===== src/sv/scfd_pkg.sv =====
// package for the sync crc frame field decoder
// holds sizes, codes, the result layout and the crc-16 helpers; no dependencies
package scfd_pkg;

    localparam int MAX_ROW_BITS  = 1024;
    localparam int PAYLOAD_BYTES = 32;
    localparam int HDR_KEEP      = 13;
    localparam int PAY_BITS      = PAYLOAD_BYTES * 8;
    localparam int CAPTURE_BITS  = PAY_BITS + 16;
    localparam int FRAME_BITS    = (6 + PAYLOAD_BYTES) * 8;
    localparam int CNT_W         = $clog2(MAX_ROW_BITS + 1);
    localparam int CAP_W         = $clog2(CAPTURE_BITS + 1);
    localparam int HDR_AW        = $clog2(HDR_KEEP);

    localparam logic [15:0] CRC_POLY = 16'h1021;
    localparam logic [31:0] SYNC_RST = 32'hEAEA_EAEA;
    localparam logic [15:0] SEED_RST = 16'hFFFF;

    // configuration register indexes
    localparam logic CFG_SYNC_WORD = 1'b0;
    localparam logic CFG_CRC_SEED  = 1'b1;

    // status codes
    localparam logic [1:0] ST_OK     = 2'd0;
    localparam logic [1:0] ST_SHORT  = 2'd1;
    localparam logic [1:0] ST_NOSYNC = 2'd2;
    localparam logic [1:0] ST_CRC    = 2'd3;

    // role codes
    localparam logic [1:0] ROLE_UNKNOWN = 2'd0;
    localparam logic [1:0] ROLE_POLL    = 2'd1;
    localparam logic [1:0] ROLE_RESP    = 2'd2;

    // message types and kinds
    localparam logic [7:0] TYPE_STATUS    = 8'h20;
    localparam logic [7:0] TYPE_CHEMICAL  = 8'h21;
    localparam logic [7:0] TYPE_WATER     = 8'h22;
    localparam logic [7:0] TYPE_SLUDGE    = 8'h23;
    localparam logic [7:0] TYPE_FAULT     = 8'h26;
    localparam logic [7:0] TYPE_HEARTBEAT = 8'h24;

    localparam logic [2:0] KIND_STATUS    = 3'd0;
    localparam logic [2:0] KIND_CHEMICAL  = 3'd1;
    localparam logic [2:0] KIND_WATER     = 3'd2;
    localparam logic [2:0] KIND_SLUDGE    = 3'd3;
    localparam logic [2:0] KIND_FAULT     = 3'd4;
    localparam logic [2:0] KIND_HEARTBEAT = 3'd5;
    localparam logic [2:0] KIND_UNKNOWN   = 3'd6;

    typedef enum logic [2:0] {
        PH_HUNT = 3'b001,
        PH_CAPT = 3'b010,
        PH_DONE = 3'b100
    } t_phase;

    // hunter state after the current bit
    typedef struct packed {
        t_phase phase;
        logic   crc_ok;
    } t_hunt;

    typedef logic [HDR_KEEP-1:0][7:0] t_hdr;

    // first member sits in the highest bits, so status lands at bit 0
    typedef struct packed {
        logic [23:0] remote_cookie;
        logic [23:0] local_cookie;
        logic [7:0]  message_state;
        logic [2:0]  message_kind;
        logic [7:0]  message_type;
        logic [7:0]  message_length;
        logic [7:0]  header_three;
        logic [7:0]  header_zero;
        logic [1:0]  role;
        logic        inverted;
        logic [1:0]  status;
    } t_result;

    function automatic logic [15:0] crc_bit(input logic [15:0] crc, input logic b);
        logic fb;
        fb = crc[15] ^ b;
        return {crc[14:0], 1'b0} ^ (fb ? CRC_POLY : 16'h0000);
    endfunction

    // crc of a 32-bit word, msb first; flat xor network
    function automatic logic [15:0] crc_word(input logic [15:0] seed, input logic [31:0] w);
        logic [15:0] c;
        c = seed;
        for (int i = 31; i >= 0; i--) begin
            c = crc_bit(c, w[i]);
        end
        return c;
    endfunction

    localparam logic [15:0] SYNC_CRC_RST = crc_word(SEED_RST, SYNC_RST);

endpackage


===== src/sv/scfd_hunter.sv =====
// one polarity hunter: captures payload and trailer after a sync match
// runs the crc over the payload and keeps header bytes; uses scfd_pkg
module scfd_hunter
    import scfd_pkg::*;
(
    input  logic        i_clk,
    input  logic        i_rst_n,
    input  logic        i_step,
    input  logic        i_bit,
    input  logic        i_match,
    input  logic        i_row_end,
    input  logic [15:0] i_sync_crc,
    output t_hunt       o_state,
    output t_hdr        o_hdr
);

    t_phase           r_phase, n_phase;
    logic [CAP_W-1:0] r_cnt, n_cnt;
    logic [15:0]      r_crc, n_crc;
    logic [7:0]       r_byte, n_byte;
    logic [15:0]      r_trl, n_trl;
    logic             hdr_wr;
    t_hdr             r_hdr;

    always_comb begin
        n_phase = r_phase;
        n_cnt   = r_cnt;
        n_crc   = r_crc;
        n_byte  = r_byte;
        n_trl   = r_trl;
        hdr_wr  = 1'b0;
        case (r_phase)
            PH_CAPT: begin
                if (r_cnt < CAP_W'(PAY_BITS)) begin
                    n_crc  = crc_bit(r_crc, i_bit);
                    n_byte = {r_byte[6:0], i_bit};
                    hdr_wr = (r_cnt[2:0] == 3'b111) &&
                             (r_cnt[CAP_W-1:3] < (CAP_W-3)'(HDR_KEEP));
                end else begin
                    n_trl = {r_trl[14:0], i_bit};
                end
                n_cnt = r_cnt + 1'b1;
                if (n_cnt >= CAP_W'(CAPTURE_BITS)) begin
                    n_phase = PH_DONE;
                end
            end
            PH_HUNT: begin
                if (i_match) begin
                    n_phase = PH_CAPT;
                    n_cnt   = '0;
                    n_crc   = i_sync_crc;
                    n_byte  = '0;
                    n_trl   = '0;
                end
            end
            default: ;
        endcase
    end

    assign o_state.phase  = n_phase;
    assign o_state.crc_ok = (n_crc == n_trl);
    assign o_hdr          = r_hdr;

    always_ff @(posedge i_clk) begin
        if (!i_rst_n) begin
            r_phase <= PH_HUNT;
            r_cnt   <= '0;
            r_crc   <= '0;
            r_byte  <= '0;
            r_trl   <= '0;
        end else if (i_step) begin
            if (i_row_end) begin
                r_phase <= PH_HUNT;
                r_cnt   <= '0;
                r_crc   <= '0;
                r_byte  <= '0;
                r_trl   <= '0;
            end else begin
                r_phase <= n_phase;
                r_cnt   <= n_cnt;
                r_crc   <= n_crc;
                r_byte  <= n_byte;
                r_trl   <= n_trl;
            end
        end
    end

    // header bytes, no reset: only read once the capture is done
    always_ff @(posedge i_clk) begin
        if (i_step && hdr_wr) begin
            r_hdr[r_cnt[3 +: HDR_AW]] <= n_byte;
        end
    end

endmodule


===== src/sv/scfd_decode.sv =====
// header field decoder: turns the chosen hunter's header bytes into result fields
// zeroes everything but status when the frame is not ok; uses scfd_pkg
module scfd_decode
    import scfd_pkg::*;
(
    input  t_hdr       i_hdr,
    input  logic       i_inverted,
    input  logic [1:0] i_status,
    output t_result    o_result
);

    logic [7:0] len;
    logic [7:0] mtype;
    logic [2:0] kind;

    assign len   = i_hdr[10];
    assign mtype = i_hdr[11];

    always_comb begin
        case (mtype)
            TYPE_STATUS:    kind = KIND_STATUS;
            TYPE_CHEMICAL:  kind = KIND_CHEMICAL;
            TYPE_WATER:     kind = KIND_WATER;
            TYPE_SLUDGE:    kind = KIND_SLUDGE;
            TYPE_FAULT:     kind = KIND_FAULT;
            TYPE_HEARTBEAT: kind = KIND_HEARTBEAT;
            default:        kind = KIND_UNKNOWN;
        endcase
    end

    always_comb begin
        o_result        = '0;
        o_result.status = i_status;
        if (i_status == ST_OK) begin
            o_result.inverted       = i_inverted;
            o_result.role           = i_hdr[3][7] ? ROLE_RESP :
                                      (i_hdr[3][6] ? ROLE_POLL : ROLE_UNKNOWN);
            o_result.header_zero    = i_hdr[0];
            o_result.header_three   = i_hdr[3];
            o_result.message_length = len;
            o_result.message_type   = (len != 8'd0) ? mtype : 8'd0;
            o_result.message_kind   = (len != 8'd0) ? kind : KIND_UNKNOWN;
            o_result.message_state  = (len >= 8'd2) ? i_hdr[12] : 8'd0;
            o_result.local_cookie   = {i_hdr[4], i_hdr[5], i_hdr[6]};
            o_result.remote_cookie  = {i_hdr[7], i_hdr[8], i_hdr[9]};
        end
    end

endmodule


===== src/sv/sync_crc_frame_field_decoder.sv =====
// top level of the sync crc frame field decoder
// instantiates two scfd_hunter and one scfd_decode; uses scfd_pkg
//
// usage
//   slave stream: one decoded line bit per request in s_axis_tdata[0],
//   s_axis_tlast marks the final bit of a row
//   master stream: one result per row, 96 bits of tdata, given when the
//   bit with tlast set has gone through
//   config channel: index 0 sync word, index 1 crc seed; always ready,
//   write only while the stream side is idle
//   result path: a row-end bit goes through the input register, then the
//   state update and result register; a stalled output slot can hold it
//   throughput: one bit per cycle while no row-end bit waits for the slot;
//   the per-bit shift, crc step and sync compare are all done in the single stage behind the input register
//   reset: sync word 0xeaeaeaea, seed 0xffff, both hunters back to hunting,
//   row counter and history cleared; no clearing pass is needed
//   stall: a held result keeps the output register; bits that cause no
//   result keep flowing, and only a row-end bit waits for the slot
module sync_crc_frame_field_decoder
    import scfd_pkg::*;
(
    input  logic        i_clk,
    input  logic        i_rst_n,
    // slave stream
    input  logic        s_axis_tvalid,
    output logic        s_axis_tready,
    input  logic [7:0]  s_axis_tdata,   // [0] data_bit, [7:1] zero
    input  logic        s_axis_tlast,   // row_last
    // master stream
    output logic        m_axis_tvalid,
    input  logic        m_axis_tready,
    output logic [95:0] m_axis_tdata,   // status, inverted, role, header_zero,
                                        // header_three, message_length,
                                        // message_type, message_kind,
                                        // message_state, local_cookie,
                                        // remote_cookie
    // config write channel
    input  logic        i_cfg_valid,
    output logic        o_cfg_ready,
    input  logic        i_cfg_index,
    input  logic [31:0] i_cfg_data
);

    logic [31:0]      r_sync;
    logic [15:0]      r_seed;
    logic [15:0]      r_sync_crc;

    logic             r_in_valid;
    logic             r_in_bit;
    logic             r_in_last;

    logic [CNT_W-1:0] r_count, n_count;
    logic [31:0]      r_recent, n_recent;

    logic             r_out_valid;
    t_result          r_out;

    logic             adv;
    logic             match0, match1;
    t_hunt            hunt0, hunt1;
    t_hdr             hdr0, hdr1;
    logic             sel;
    logic [1:0]       status;
    t_result          result;

    // config registers, crc of the sync word precomputed from them
    assign o_cfg_ready = 1'b1;

    always_ff @(posedge i_clk) begin
        if (!i_rst_n) begin
            r_sync     <= SYNC_RST;
            r_seed     <= SEED_RST;
            r_sync_crc <= SYNC_CRC_RST;
        end else begin
            if (i_cfg_valid) begin
                case (i_cfg_index)
                    CFG_SYNC_WORD: r_sync <= i_cfg_data;
                    CFG_CRC_SEED:  r_seed <= i_cfg_data[15:0];
                    default: ;
                endcase
            end
            r_sync_crc <= crc_word(r_seed, r_sync);
        end
    end

    // stage advances unless a row-end bit meets a full, stalled output slot
    assign adv = r_in_valid && (!r_in_last || !r_out_valid || m_axis_tready);
    assign s_axis_tready = !r_in_valid || adv;

    always_ff @(posedge i_clk) begin
        if (!i_rst_n) begin
            r_in_valid <= 1'b0;
        end else if (s_axis_tvalid && s_axis_tready) begin
            r_in_valid <= 1'b1;
        end else if (adv) begin
            r_in_valid <= 1'b0;
        end
    end

    always_ff @(posedge i_clk) begin
        if (s_axis_tvalid && s_axis_tready) begin
            r_in_bit  <= s_axis_tdata[0];
            r_in_last <= s_axis_tlast;
        end
    end

    // row bit counter saturates, history shifts msb first
    assign n_count  = (r_count < CNT_W'(MAX_ROW_BITS)) ? r_count + 1'b1 : r_count;
    assign n_recent = {r_recent[30:0], r_in_bit};
    assign match0   = (n_count >= CNT_W'(32)) && (n_recent == r_sync);
    assign match1   = (n_count >= CNT_W'(32)) && (n_recent == ~r_sync);

    always_ff @(posedge i_clk) begin
        if (!i_rst_n) begin
            r_count  <= '0;
            r_recent <= '0;
        end else if (adv) begin
            if (r_in_last) begin
                r_count  <= '0;
                r_recent <= '0;
            end else begin
                r_count  <= n_count;
                r_recent <= n_recent;
            end
        end
    end

    // normal polarity hunter
    scfd_hunter u_hunt0 (
        .i_clk      (i_clk),
        .i_rst_n    (i_rst_n),
        .i_step     (adv),
        .i_bit      (r_in_bit),
        .i_match    (match0),
        .i_row_end  (r_in_last),
        .i_sync_crc (r_sync_crc),
        .o_state    (hunt0),
        .o_hdr      (hdr0)
    );

    // inverted polarity hunter, sees every bit flipped
    scfd_hunter u_hunt1 (
        .i_clk      (i_clk),
        .i_rst_n    (i_rst_n),
        .i_step     (adv),
        .i_bit      (~r_in_bit),
        .i_match    (match1),
        .i_row_end  (r_in_last),
        .i_sync_crc (r_sync_crc),
        .o_state    (hunt1),
        .o_hdr      (hdr1)
    );

    // normal polarity wins whenever it saw its sync
    assign sel = (hunt0.phase == PH_HUNT);

    always_comb begin
        if (n_count < CNT_W'(FRAME_BITS)) begin
            status = ST_SHORT;
        end else if (hunt0.phase == PH_HUNT && hunt1.phase == PH_HUNT) begin
            status = ST_NOSYNC;
        end else if ((sel ? hunt1.phase : hunt0.phase) != PH_DONE) begin
            status = ST_SHORT;
        end else if (!(sel ? hunt1.crc_ok : hunt0.crc_ok)) begin
            status = ST_CRC;
        end else begin
            status = ST_OK;
        end
    end

    scfd_decode u_decode (
        .i_hdr      (sel ? hdr1 : hdr0),
        .i_inverted (sel),
        .i_status   (status),
        .o_result   (result)
    );

    // output register
    always_ff @(posedge i_clk) begin
        if (!i_rst_n) begin
            r_out_valid <= 1'b0;
        end else if (adv && r_in_last) begin
            r_out_valid <= 1'b1;
        end else if (m_axis_tready) begin
            r_out_valid <= 1'b0;
        end
    end

    always_ff @(posedge i_clk) begin
        if (adv && r_in_last) begin
            r_out <= result;
        end
    end

    assign m_axis_tvalid = r_out_valid;
    assign m_axis_tdata  = r_out;

endmodule


===== config.mk =====
export PLATFORM = sky130hd
export DESIGN_NAME = sync_crc_frame_field_decoder
export DESIGN_NICKNAME = d
export VERILOG_FILES = /design/src/sv/scfd_pkg.sv /design/src/sv/scfd_hunter.sv /design/src/sv/scfd_decode.sv /design/src/sv/sync_crc_frame_field_decoder.sv
export SDC_FILE = /design/constraint.sdc
export NUM_CORES = 1
export LEC_CHECK = 0
export BUFFER_PORTS_ARGS = -buffer_cell sky130_fd_sc_hd__buf_2
export CAP_MARGIN = 0
export CORE_MARGIN = 8
export CORE_UTILIZATION = 61
export DETAILED_ROUTE_END_ITERATION = 10
export MAX_ROUTING_LAYER = met4
export PLACE_DENSITY = 0.8
export SETUP_SLACK_MARGIN = 0.02
export SLEW_MARGIN = 0
export SYNTH_ARGS = -nofsm -noshare
export SYNTH_HDL_FRONTEND = slang
export SYNTH_SLANG_ARGS = --single-unit
export TNS_END_PERCENT = 10

===== constraint.sdc =====
create_clock -name i_clk -period 4.15 [get_ports i_clk]
set_input_delay 0.2075 -clock i_clk [delete_from_list [all_inputs] [get_ports i_clk]]
set_output_delay 0.2075 -clock i_clk [all_outputs]
set_load 0.02 [all_outputs]

=== Word-level counts from Yosys, hierarchy flattened ===
Index checks and enable logic that the tools add are counted.

* Logic and storage cells: 299
* Register bits: 518
* Output and inout bits: 99
* Bits of input ports: 47

* Reduce and logical (&&, ||, !) cells: 31
* Magnitude comparators: 14
* Multiplexer cells: 100
* Bitwise operators: 72
* Add/subtract/negate cells: 3
* Equal/unequal tests: 21

{| class="wikitable"
|+ Operators with widths
! operator !! number
|-
| $xor 16x13->16 || 32
|-
| $mux 13 || 34
|-
| $bwmux 104 || 2
|-
| $mux 16 || 12
|-
| $pmux 16 s2 || 4
|-
| $mux 104 || 1
|-
| $demux 8 s4 || 2
|-
| $eq 32x32->1 || 2
|-
| $mux 8 || 8
|-
| $eq 8x6->1 const B || 6
|-
| $mux 9 || 4
|-
| $pmux 9 s2 || 2
|-
| $xor 1x1->1 || 34
|-
| $eq 16x16->1 || 2
|-
| $not 32->32 || 1
|-
| $pmux 8 s2 || 2
|-
| $xor 16x16->16 || 2
|-
| $mux 31 || 1
|-
| $mux 3 || 8
|-
| $mux 11 || 2
|-
| $add 9x1->9 const B || 2
|-
| $ge 9x9->1 const B || 2
|-
| $lt 9x9->1 const B || 2
|-
| $pmux 3 s6 || 1
|-
| other kinds (26) || 73
|}

=== Depth between registers and ports, before layout ===
Gate-level depths: netlist (run 1).

* Depth in word-level cells: 96
* Mapped depth: 16

=== Cells and area by module ===
A second synthesis (run 1) with hierarchy kept.

* Cell total of the unflattened synthesis: 1978
* Area, all modules: 23598.9 sq um

{| class="wikitable"
|+ Modules (own cells, without submodules)
! module !! times used !! cells an instance !! area each (sq um)
|-
| scfd_hunter || 2 || 498 || 6459.9
|-
| sync_crc_frame_field_decoder || 1 || 863 || 9925.8
|-
| scfd_decode || 1 || 119 || 753.2
|}

=== Worst setup path after synthesis (run 1) ===
Ideal clock, no wire load.

* Path kind: flip-flop to flip-flop
* From: register r_count[0]
* To: register r_out (netlist bit m_axis_tdata[30]) (data pin)
* Arrival: 3.504 ns
* Path slack: 0.477 ns
* Clock period less this slack: 3.673 ns
* Cell stages (with the launch flop): 15
* Library setup time: 0.169 ns
* Buffers on the path: 2
* Required time: 3.981 ns
* Path through: dfxtp_1 ha_1 nand4b_1 o21a_1 nor4_4 a311oi_2 and2_1 buf_2 a221oi_1 xor2_1 or4_1 nor4_2 o21ai_1 buf_4 nor4b_2

* Cells in the longest elaborated chain, start to end: 14
* Elaborated cells on any way between the ends: 35
* Classes of those cells: 1 x add/sub; 3 x order compare; 5 x eq/ne; 20 x mux; 6 x reduce/logical

{| class="wikitable"
|+ RTL lines
! element !! RTL line !! text
|-
| start, declared || sync_crc_frame_field_decoder.sv:52 || <nowiki>logic [CNT_W-1:0] r_count, n_count;</nowiki>
|-
| start signal, assigned || sync_crc_frame_field_decoder.sv:122 || <nowiki>r_count <= n_count;</nowiki>
|-
| $add 11x1->11 / $lt 11x11->1 (equally long branches) || sync_crc_frame_field_decoder.sv:108 || <nowiki>assign n_count = (r_count < CNT_W'(MAX_ROW_BITS)) ? r_count + 1'b1 : r_count;</nowiki>
|-
| $mux 11 (*) || sync_crc_frame_field_decoder.sv:108 ||
|-
| $ge 11x6->1 || sync_crc_frame_field_decoder.sv:110, sync_crc_frame_field_decoder.sv:111 ||
|-
| $logic_and 1x1->1, on equally long branches || sync_crc_frame_field_decoder.sv:110, sync_crc_frame_field_decoder.sv:111 ||
|-
| $mux 16 / $mux 3 (equally long branches) || scfd_hunter.sv:48 || <nowiki>if (i_match) begin</nowiki>
|-
| $pmux 16 s2 / $pmux 3 s2 (equally long branches) || scfd_hunter.sv:32 || <nowiki>case (r_phase)</nowiki>
|-
| $eq 16x16->1 / $eq 3x1->1 (equally long branches) || scfd_hunter.sv:61, sync_crc_frame_field_decoder.sv:155, sync_crc_frame_field_decoder.sv:160 ||
|-
| $mux 1 / $mux 3 (equally long branches) || sync_crc_frame_field_decoder.sv:164, sync_crc_frame_field_decoder.sv:162 ||
|-
| $mux 2 / $ne 3x3->1 (equally long branches) || sync_crc_frame_field_decoder.sv:164, sync_crc_frame_field_decoder.sv:162 ||
|-
| $mux 2 || sync_crc_frame_field_decoder.sv:162 || <nowiki>end else if ((sel ? hunt1.phase : hunt0.phase) != PH_DONE) begin</nowiki>
|-
| $mux 2 || sync_crc_frame_field_decoder.sv:160 || <nowiki>end else if (hunt0.phase == PH_HUNT && hunt1.phase == PH_HUNT) begin</nowiki>
|-
| $mux 2 || sync_crc_frame_field_decoder.sv:158 || <nowiki>if (n_count < CNT_W'(FRAME_BITS)) begin</nowiki>
|-
| $logic_not 2->1 || scfd_decode.sv:34 || <nowiki>if (i_status == ST_OK) begin</nowiki>
|-
| $reduce_and 2->1 (no line) || -- ||
|-
| end signal, assigned || sync_crc_frame_field_decoder.sv:191 || <nowiki>r_out <= result;</nowiki>
|-
| end, declared || sync_crc_frame_field_decoder.sv:56 || <nowiki>t_result r_out;</nowiki>
|}

Every way passes the cells marked *; elsewhere a longest branch is shown, timed or not.
A chain may end at the register's enable or synchronous reset.

=== Worst setup path in the final report (run 1) ===
* From: register r_sync[22]
* To: register r_out (netlist bit m_axis_tdata[58]) (data pin)

* Cells in the longest elaborated chain, start to end: 12
* Elaborated cells on any way between the ends: 31
* Classes of those cells: 7 x eq/ne; 19 x mux; 1 x bitwise; 4 x reduce/logical

{| class="wikitable"
|+ RTL lines
! element !! RTL line !! text
|-
| start, declared || sync_crc_frame_field_decoder.sv:44 || <nowiki>logic [31:0] r_sync;</nowiki>
|-
| start signal, assigned || sync_crc_frame_field_decoder.sv:77 || <nowiki>CFG_SYNC_WORD: r_sync <= i_cfg_data;</nowiki>
|-
| $not 32->32 || sync_crc_frame_field_decoder.sv:111 || <nowiki>assign match1 = (n_count >= CNT_W'(32)) && (n_recent == ~r_sync);</nowiki>
|-
| $eq 32x32->1 || sync_crc_frame_field_decoder.sv:111 ||
|-
| $logic_and 1x1->1 || sync_crc_frame_field_decoder.sv:111 ||
|-
| $mux 16 || scfd_hunter.sv:48 ||
|-
| $pmux 16 s2 || scfd_hunter.sv:32 ||
|-
| $eq 16x16->1 || scfd_hunter.sv:61 || <nowiki>assign o_state.crc_ok = (n_crc == n_trl);</nowiki>
|-
| $mux 1 || sync_crc_frame_field_decoder.sv:164 || <nowiki>end else if (!(sel ? hunt1.crc_ok : hunt0.crc_ok)) begin</nowiki>
|-
| $mux 2 || sync_crc_frame_field_decoder.sv:164 ||
|-
| $mux 2 || sync_crc_frame_field_decoder.sv:162 ||
|-
| $mux 2 || sync_crc_frame_field_decoder.sv:160 ||
|-
| $mux 2 || sync_crc_frame_field_decoder.sv:158 ||
|-
| $logic_not 2->1 || scfd_decode.sv:34 ||
|}

Several ways; a longest one is shown, not always the timed one.

==> impl_metrics.csv, run 1 <==
group,metric,value,unit
drt,initialDrtViolationCount,1567,
cells_and_area,syn_to_final_growth,18.4,%
cts,root_buffer,"clkbuf_16",
sta,finalCritPeriodShare,101,%
cells_and_area,final_cell_area,26500,um^2
power_and_ir_drop,p_leak,0.00951,uW
place,routabilityCongestion,0.913,
synth,synth_ff_type,"edfxtp_1",
global_route,track_usage,27.8,%
sta,holdWs,0.0735,ns
place,dp_hpwl,39.1,mm
cells_and_area,fill_cells,2371,
floorplan,die_area,43100,um^2
sta,setup_viol,31,
cts,cts_sinks,485,
floorplan,core-area,36300,um^2
cts,cts_htree_levels,2,
cts,cts_buffer_depth,3,
worst_setup_path,worst-path-max-fanout,16,
sta,slew_headroom,22.0,%
worst_setup_path,critPathCaptureType,"flip-flop",
cts,cts.clk_slew.worst_paths,0.07,ns
worst_setup_path,critical_path_class,"flip-flop to flip-flop",
sta,clock.fmax,0.238,GHz
drt,vias_per_cell,6.22,
flow_run,cap_violations,0,
synth,yosysSeqAreaShare,55.6,%
power_and_ir_drop,power_switching,3360,uW
synth,ys_seq_elements,485,
global_route,grt_max_degree,102,
power_and_ir_drop,vdd_drop_max,582,uV
synth,yosysWarnings,0,
run_status,violations,"setup timing",
sta,period_minus_slack,4.20,ns
cts,cts_tree,"done",
drt,wire_per_inst,21.6,um
synth,synthTopCellsByArea,"edfxtp_1, dfxtp_1, nand2_1",
floorplan,initial_core_util,61.6,%
global_route,grt_pass1_wl,94.5,mm
drt,vias,17700,
synth,syn-cell-area,22400,um^2
worst_setup_path,required,4.59,ns
sta,hold_viol,0,
drt,firstDrtPassIters,6,
sta,rsz0062_at_grt,"true",
run_status,status,"finished with violations",
synth,async_flop_share,0,%
cells_and_area,drive_gt1_share,20.7,%
cts,worstSkewPairLatency,0.60,ns
drt,post-route-drc-count,0,
worst_hold_path,hp-class,"input port to flip-flop",
place,port_buffers,137,
cells_and_area,antenna_cells,0,
synth,synth_edf_count,273,
cts,cts_buffers,49,
power_and_ir_drop,seq_power_share,42.4,%
sta,worst_slack,-0.0497,ns
drt,antenna_left,0,
worst_setup_path,worstPathArrival,4.64,ns
synth,synth_nets,2192,
sta,worstMarginPinSlew,1.17,ns
synth,syn_inst,2139,
floorplan,die-height,208,um
worst_setup_path,cp-start-kind,"flip-flop",
power_and_ir_drop,p_int,9180,uW
synth,synth.largest_area_cell,"edfxtp_1",
global_route,grt_pass1_vias,17300,
sta,fin_skew,0.0239,ns
power_and_ir_drop,switching_share,26.8,%
floorplan,placement_rows,70,
drt,finalWirelength,61.4,mm
place,place_area,24000,um^2
global_route,grt-ovfl-total,0,
synth,syn_avg_cell_area,10.5,um^2
power_and_ir_drop,clockPowerShare,36.5,%
floorplan,die_w,208,um
floorplan,io-pin-count,146,
sta,drv_slew,0,
cells_and_area,fin_nets,2390,
power_and_ir_drop,powerDensity,473,nW/um^2
synth,synth.distinct_cells,77,
power_and_ir_drop,combPwrFrac,21.1,%
synth,yosysTopAreaCellShare,36.6,%
global_route,antenna_found_initial,0,
path summary, 6_finish.rpt:
path / from / endpoint / slack (ns) / cells after the start
setup / recovery: r_sync[22] / m_axis_tdata[58] / -0.05 / 15
hold / removal: m_axis_tready / m_axis_tvalid / 0.07 / 3
setup reg to reg: r_sync[22] / m_axis_tdata[58] / -0.05 / 15
hold reg to reg: r_seed[13] / r_seed[13] / 0.48 / 2
cells in the final DEF (no fill, tap or decap), types with 7 or more instances in the layout:
cell,count
nand2_1,312
edfxtp_1,273
dfxtp_1,188
nand3_1,138
buf_2,136
xnor2_1,119
buf_4,109
nor2_1,88
a21oi_1,88
nor2b_1,82
a22oi_1,63
a21oi_2,60
o21ai_0,59
clkbuf_16,55
a21boi_0,54
and2_1,43
xor2_1,42
nand3b_1,35
dlygate4sd3_1,35
mux2i_1,32
a22o_1,30
dfxtp_2,22
nor3_1,20
nand4_1,19
clkinv_2,15
nand2b_1,15
nor4_1,15
clkbuf_1,11
and3_1,10
a211oi_2,10
a31oi_1,9
inv_1,8
buf_12,8
o31ai_1,7
o211ai_1,7
metrics by stage:
| step | power (uW) | TNS (ns) | std cells | worst slack, ns | utilization, % |
|---|---|---|---|---|---|
| after floorplan | 7550 | 0 | 2139 | 0.477 | - |
| after global placement | 7940 | -18.68 | 2705 | -0.279 | 66.0 |
| after detailed placement | 8020 | -31.17 | 2705 | -0.447 | 66.0 |
| after CTS | 12600 | 0 | 2835 | 0.0223 | 71.9 |
| after global routing | 13000 | -6.67 | 2845 | -0.163 | 72.9 |
| final | 12500 | -0.413 | 2845 | -0.0497 | 72.9 |
sequential cells by signal, indices dropped and copies added (netlist names), 3 cells and up:
| signal | flops |
|---|---|
| r_sync_crc | 16 |
| u_hunt1.r_phase | 3 |
| u_hunt0.r_phase | 3 |
| u_hunt1.o_hdr | 88 |
| m_axis_tdata | 95 |
| u_hunt1.r_trl | 16 |
| r_seed | 16 |
| u_hunt1.r_byte | 8 |
| u_hunt0.r_crc | 16 |
| r_recent | 31 |
| u_hunt1.r_crc | 16 |
| u_hunt1.r_cnt | 9 |
| r_sync | 32 |
| u_hunt0.o_hdr | 88 |
| u_hunt0.r_cnt | 9 |
| u_hunt0.r_byte | 8 |
| u_hunt0.r_trl | 16 |
| r_count | 11 |
cell type report:
| class | instances | area (um^2) | share of cell area [%] |
|---|---|---|---|
| clock buffers | 64 | 1350 | 5.07 |
| inverters | 9 | 35.0 | 0.132 |
| repair buffers | 298 | 2180 | 8.21 |
| well taps | 468 | 586 | 2.21 |
| clock inverters | 27 | 322 | 1.21 |
| flip-flops and latches | 485 | 12500 | 47.1 |
| multi-input cells | 1494 | 9560 | 36.1 |
critical path, cell delays in order, from the launching register on:
cell and delay, ns:
dfxtp_4 0.36, xnor2_2 0.18, nor4_4 0.29, nand4_1 0.27, a311oi_4 0.53, buf_6 0.19
a21oi_4 0.08, a221o_1 0.35, xor2_1 0.16, or4_4 0.50, nor4_4 0.24, buf_4 0.19
o21ai_4 0.18, buf_12 0.20, clkbuf_16 0.18, a21oi_2 0.16
layer usage:
layer,vias up,track usage [%],part of all wire [%]
met5,-,-,0
met4,0,13.9,4.7
met3,189,4.98,7.1
met2,845,46.8,50
met1,8558,31.9,38
li1,8090,-,-
cells in the mapped netlist (6+ instances only):
cell type / count
a211oi_1: 7
a211oi_2: 10
a21boi_0: 54
a21oi_1: 93
a21oi_2: 55
a22o_1: 30
a22oi_1: 63
a31oi_1: 9
a32oi_1: 6
and2_1: 45
and3_1: 11
buf_1: 8
buf_2: 10
buf_6: 6
clkbuf_1: 123
dfxtp_1: 212
edfxtp_1: 273
ha_1: 6
inv_1: 9
mux2i_1: 32
nand2_1: 313
nand2b_1: 16
nand3_1: 139
nand3b_1: 35
nand4_1: 19
nor2_1: 90
nor2b_1: 83
nor3_1: 25
nor4_1: 19
o211ai_1: 7
o21ai_0: 61
o21ai_1: 6
o31ai_1: 7
xnor2_1: 123
xor2_1: 42
kinds of logic after synthesis:
kind of cell               count (synthesis)  share of synthesized area [%]
AOI/OAI and AO/OA                        458                           14.6
xor gates and xnor gates                 165                           6.45
adders and majority gates                  6                          0.335
buffers and inverters                    160                           3.01
DFF                                      485                           55.6
muxes                                     37                           1.68
other                                      1                         0.0167
and+or+nand+nor                          827                           18.3
what timing repair did:
action	4_1_cts	5_1_grt
endpoints found under the setup margin	95	94
cloned	0	4
endpoints found under the hold margin	53	0
hold buffers	35	0
resized for setup	22	49
setup buffers	4	8
pin swaps	13	9
power by group through the flow:
stage	Combinational [uW]	Sequential, uW	Clock [uW]
detailed placement	2610	5410	0
CTS	2650	5310	4600
finish	2640	5320	4580
global placement	2530	5410	0
floorplan	2190	5360	0
global route	2930	5320	4800
No activity file was read; power rests on OpenSTA's default activity.
==> inputs of run 2 (changes only) <==
--- a/config.mk
+++ b/config.mk
@@ -16,5 +16,6 @@
 export SLEW_MARGIN = 0
 export SYNTH_ARGS = -nofsm -noshare
 export SYNTH_HDL_FRONTEND = slang
+export SYNTH_HIERARCHICAL = 1
 export SYNTH_SLANG_ARGS = --single-unit
 export TNS_END_PERCENT = 10
==> impl_metrics.csv, run 2 <==
group,metric,value,unit
run_status,status,"finished with violations",
run_status,violations,"setup timing",
worst_setup_path,critPathSlowestCell,"or4_1",
sta,drv_slew,0,
worst_setup_path,max_stage_delay,0.51,ns
cts,cts_htree_levels,2,
global_route,track_usage,26.6,%
synth,syn-cell-area,22400,um^2
sta,finalCritPeriodShare,117,%
power_and_ir_drop,vdd_drop_max,746,uV
worst_setup_path,worst-path-max-fanout,8,
place,dp_hpwl,37.2,mm
drt,wl_met2,28.8,mm
worst_setup_path,required,4.62,ns
floorplan,io-pin-count,146,
worst_setup_path,critPathCaptureType,"flip-flop",
drt,drt-met1-wl,23.5,mm
synth,yosysWarnings,6,
floorplan,die-height,208,um
power_and_ir_drop,p_int,8870,uW
drt,antenna_left,0,
sta,rsz0062_at_grt,"true",
floorplan,die_w,208,um
place,port_buffers,137,
drt,vias_per_cell,5.96,
floorplan,placement_rows,70,
cells_and_area,final_common_cell,"edfxtp_1",
global_route,grt_max_degree,126,
sta,hold_viol,0,
cts,cts_sinks,486,
drt,wire_per_inst,21.1,um
cells_and_area,final_cell_area,27200,um^2
sta,worstMarginPinSlew,1.28,ns
cts,cts_tree,"done",
worst_setup_path,path_cells,"xor2_1 > or4b_1 > or4_1 > or4_4 > nor2_4 > and4bb_4 > buf_12 > buf_4 > buf_4 > a22o_1 > a21oi_1 > xnor2_1 > nand2_1 > nor4_2 > mux2i_1 > nor3_1 > o21ai_2 > or2_4 > a21oi_4 > and2_4",
sta,fin_skew,0.0154,ns
cells_and_area,largest_register_ffs,96,
drt,vias,16400,
power_and_ir_drop,seq_power_share,45.2,%
global_route,antenna_found_initial,1,
synth,syn_avg_cell_area,11.7,um^2
cells_and_area,syn_to_final_growth,21.3,%
cells_and_area,final_cell_mix,"edfxtp_1, buf_4, dfxtp_1",
drt,firstDrtPassIters,6,
global_route,grt_pass1_vias,16200,
power_and_ir_drop,p_leak,0.0103,uW
cells_and_area,final_util,74.7,%
sta,holdWs,0.0491,ns
cts,worstSkewPairLatency,0.59,ns
power_and_ir_drop,switching_share,24.4,%
drt,initialDrtViolationCount,1619,
sta,setup_viol,96,
cells_and_area,fin_nets,2300,
synth,synth_nets,1979,
worst_setup_path,cp-start-kind,"flip-flop",
cells_and_area,drive_gt1_share,27.0,%
floorplan,die_area,43200,um^2
power_and_ir_drop,clockPowerShare,39.8,%
drt,finalWirelength,58.2,mm
cts,cts.clk_slew.worst_paths,0.06,ns
sta,worst_slack,-0.705,ns
cts,cts_buffer_depth,3,
sta,fin_tns_setup,-56.21,ns
power_and_ir_drop,powerDensity,431,nW/um^2
sta,period_minus_slack,4.86,ns
global_route,grt_pass1_wl,89.8,mm
worst_setup_path,worstPathArrival,5.32,ns
drt,post-route-drc-count,0,
place,routabilityCongestion,0.922,
drt,dr.max_layer_used,"met4",
drt,wl_met3,3.85,mm
place,place_inst,2610,
worst_setup_path,critical_path_class,"flip-flop to flip-flop",
floorplan,core-area,36400,um^2
power_and_ir_drop,power_switching,2860,uW
cts,cts_buffers,49,
power_and_ir_drop,combPwrFrac,15.0,%
synth,syn_inst,1925,
cells_and_area,final_cells,2755,
sta,slew_headroom,14.5,%
floorplan,initial_core_util,61.6,%
flow_run,cap_violations,0,
worst_setup_path,cp_common_cell,"buf_4",
place,place_area,24900,um^2
worst_hold_path,hp-class,"input port to flip-flop",
cts,root_buffer,"clkbuf_16",
global_route,grt-ovfl-total,0,
sta,clock.fmax,0.206,GHz
[run 2: changes by cell type in the layout (fill, tap and decap cells not counted), sizes merged, moves of 21 or more]
cell / delta
buf: +99
mux2i: -28
and2: +100
xnor3: +21
a21oi: -109
o21ai: -40
nor2: -37
nand3: -59
nand2: -120
mux2: +84
xnor2: -32
[run 2: critical path: cells and delay by family (launching register included)]
family / cells / cell delay, ns
AO/OA/AOI/OAI: 4 / 0.55
XOR/XNOR: 2 / 0.37
buffers and inverters: 3 / 0.35
flip-flops: 1 / 0.33
multiplexers: 1 / 0.14
AND/OR/NAND/NOR: 10 / 3.00
[run 2: cell type report]
class,instances,area (um^2)
fillers,2275,9230
clock inverters,15,259
inverters,17,63.8
multi-input cells,1296,9440
well taps,468,586
diodes,1,2.50
repair buffers,396,2920
clock buffers,76,1460
flip-flops and latches,486,12500
[run 2: worst paths after layout]
kind	end	slack (ns)	start	cells after the start
worst max-delay path	m_axis_tdata[32]	-0.71	r_sync[28]	20
worst min-delay path	r_sync[5]	0.05	i_cfg_index	4
worst max register to register	m_axis_tdata[32]	-0.71	r_sync[28]	20
worst min register to register	r_recent[30]	0.48	r_recent[30]	2
[run 2: through the flow]
stage | setup WS (ns) | power [uW]
final | -0.705 | 11700
after global routing | -0.941 | 12100
after CTS | -0.659 | 11800
after detailed placement | -0.890 | 7120
after global placement | -0.725 | 7080
after floorplan | -0.141 | 6710
[run 2: metal layers]
layer | global-route usage [%] | vias up
met3 | 3.82 | 137
met1 | 31.8 | 8009
li1 | - | 7586
met4 | 10.3 | 0
met2 | 45.3 | 693
met5 | - | -
[run 2: power by group through the flow]
| stage | combinational [uW] | sequential [uW] | clock (uW) |
|---|---|---|---|
| after floorplan | 1340 | 5370 | 0 |
| after global placement | 1680 | 5390 | 0 |
| after detailed placement | 1720 | 5400 | 0 |
| after CTS | 1750 | 5290 | 4710 |
| after global routing | 1900 | 5300 | 4910 |
| final | 1760 | 5300 | 4670 |
[run 2: timing repair]
item | in CTS | in global routing
pin swaps | 8 | 3
cloned | 1 | 2
resized for setup | 11 | 9
setup endpoints to repair | 96 | 96
setup buffers | 3 | 11
hold buffers | 36 | 0
endpoints found under the hold margin | 53 | 0
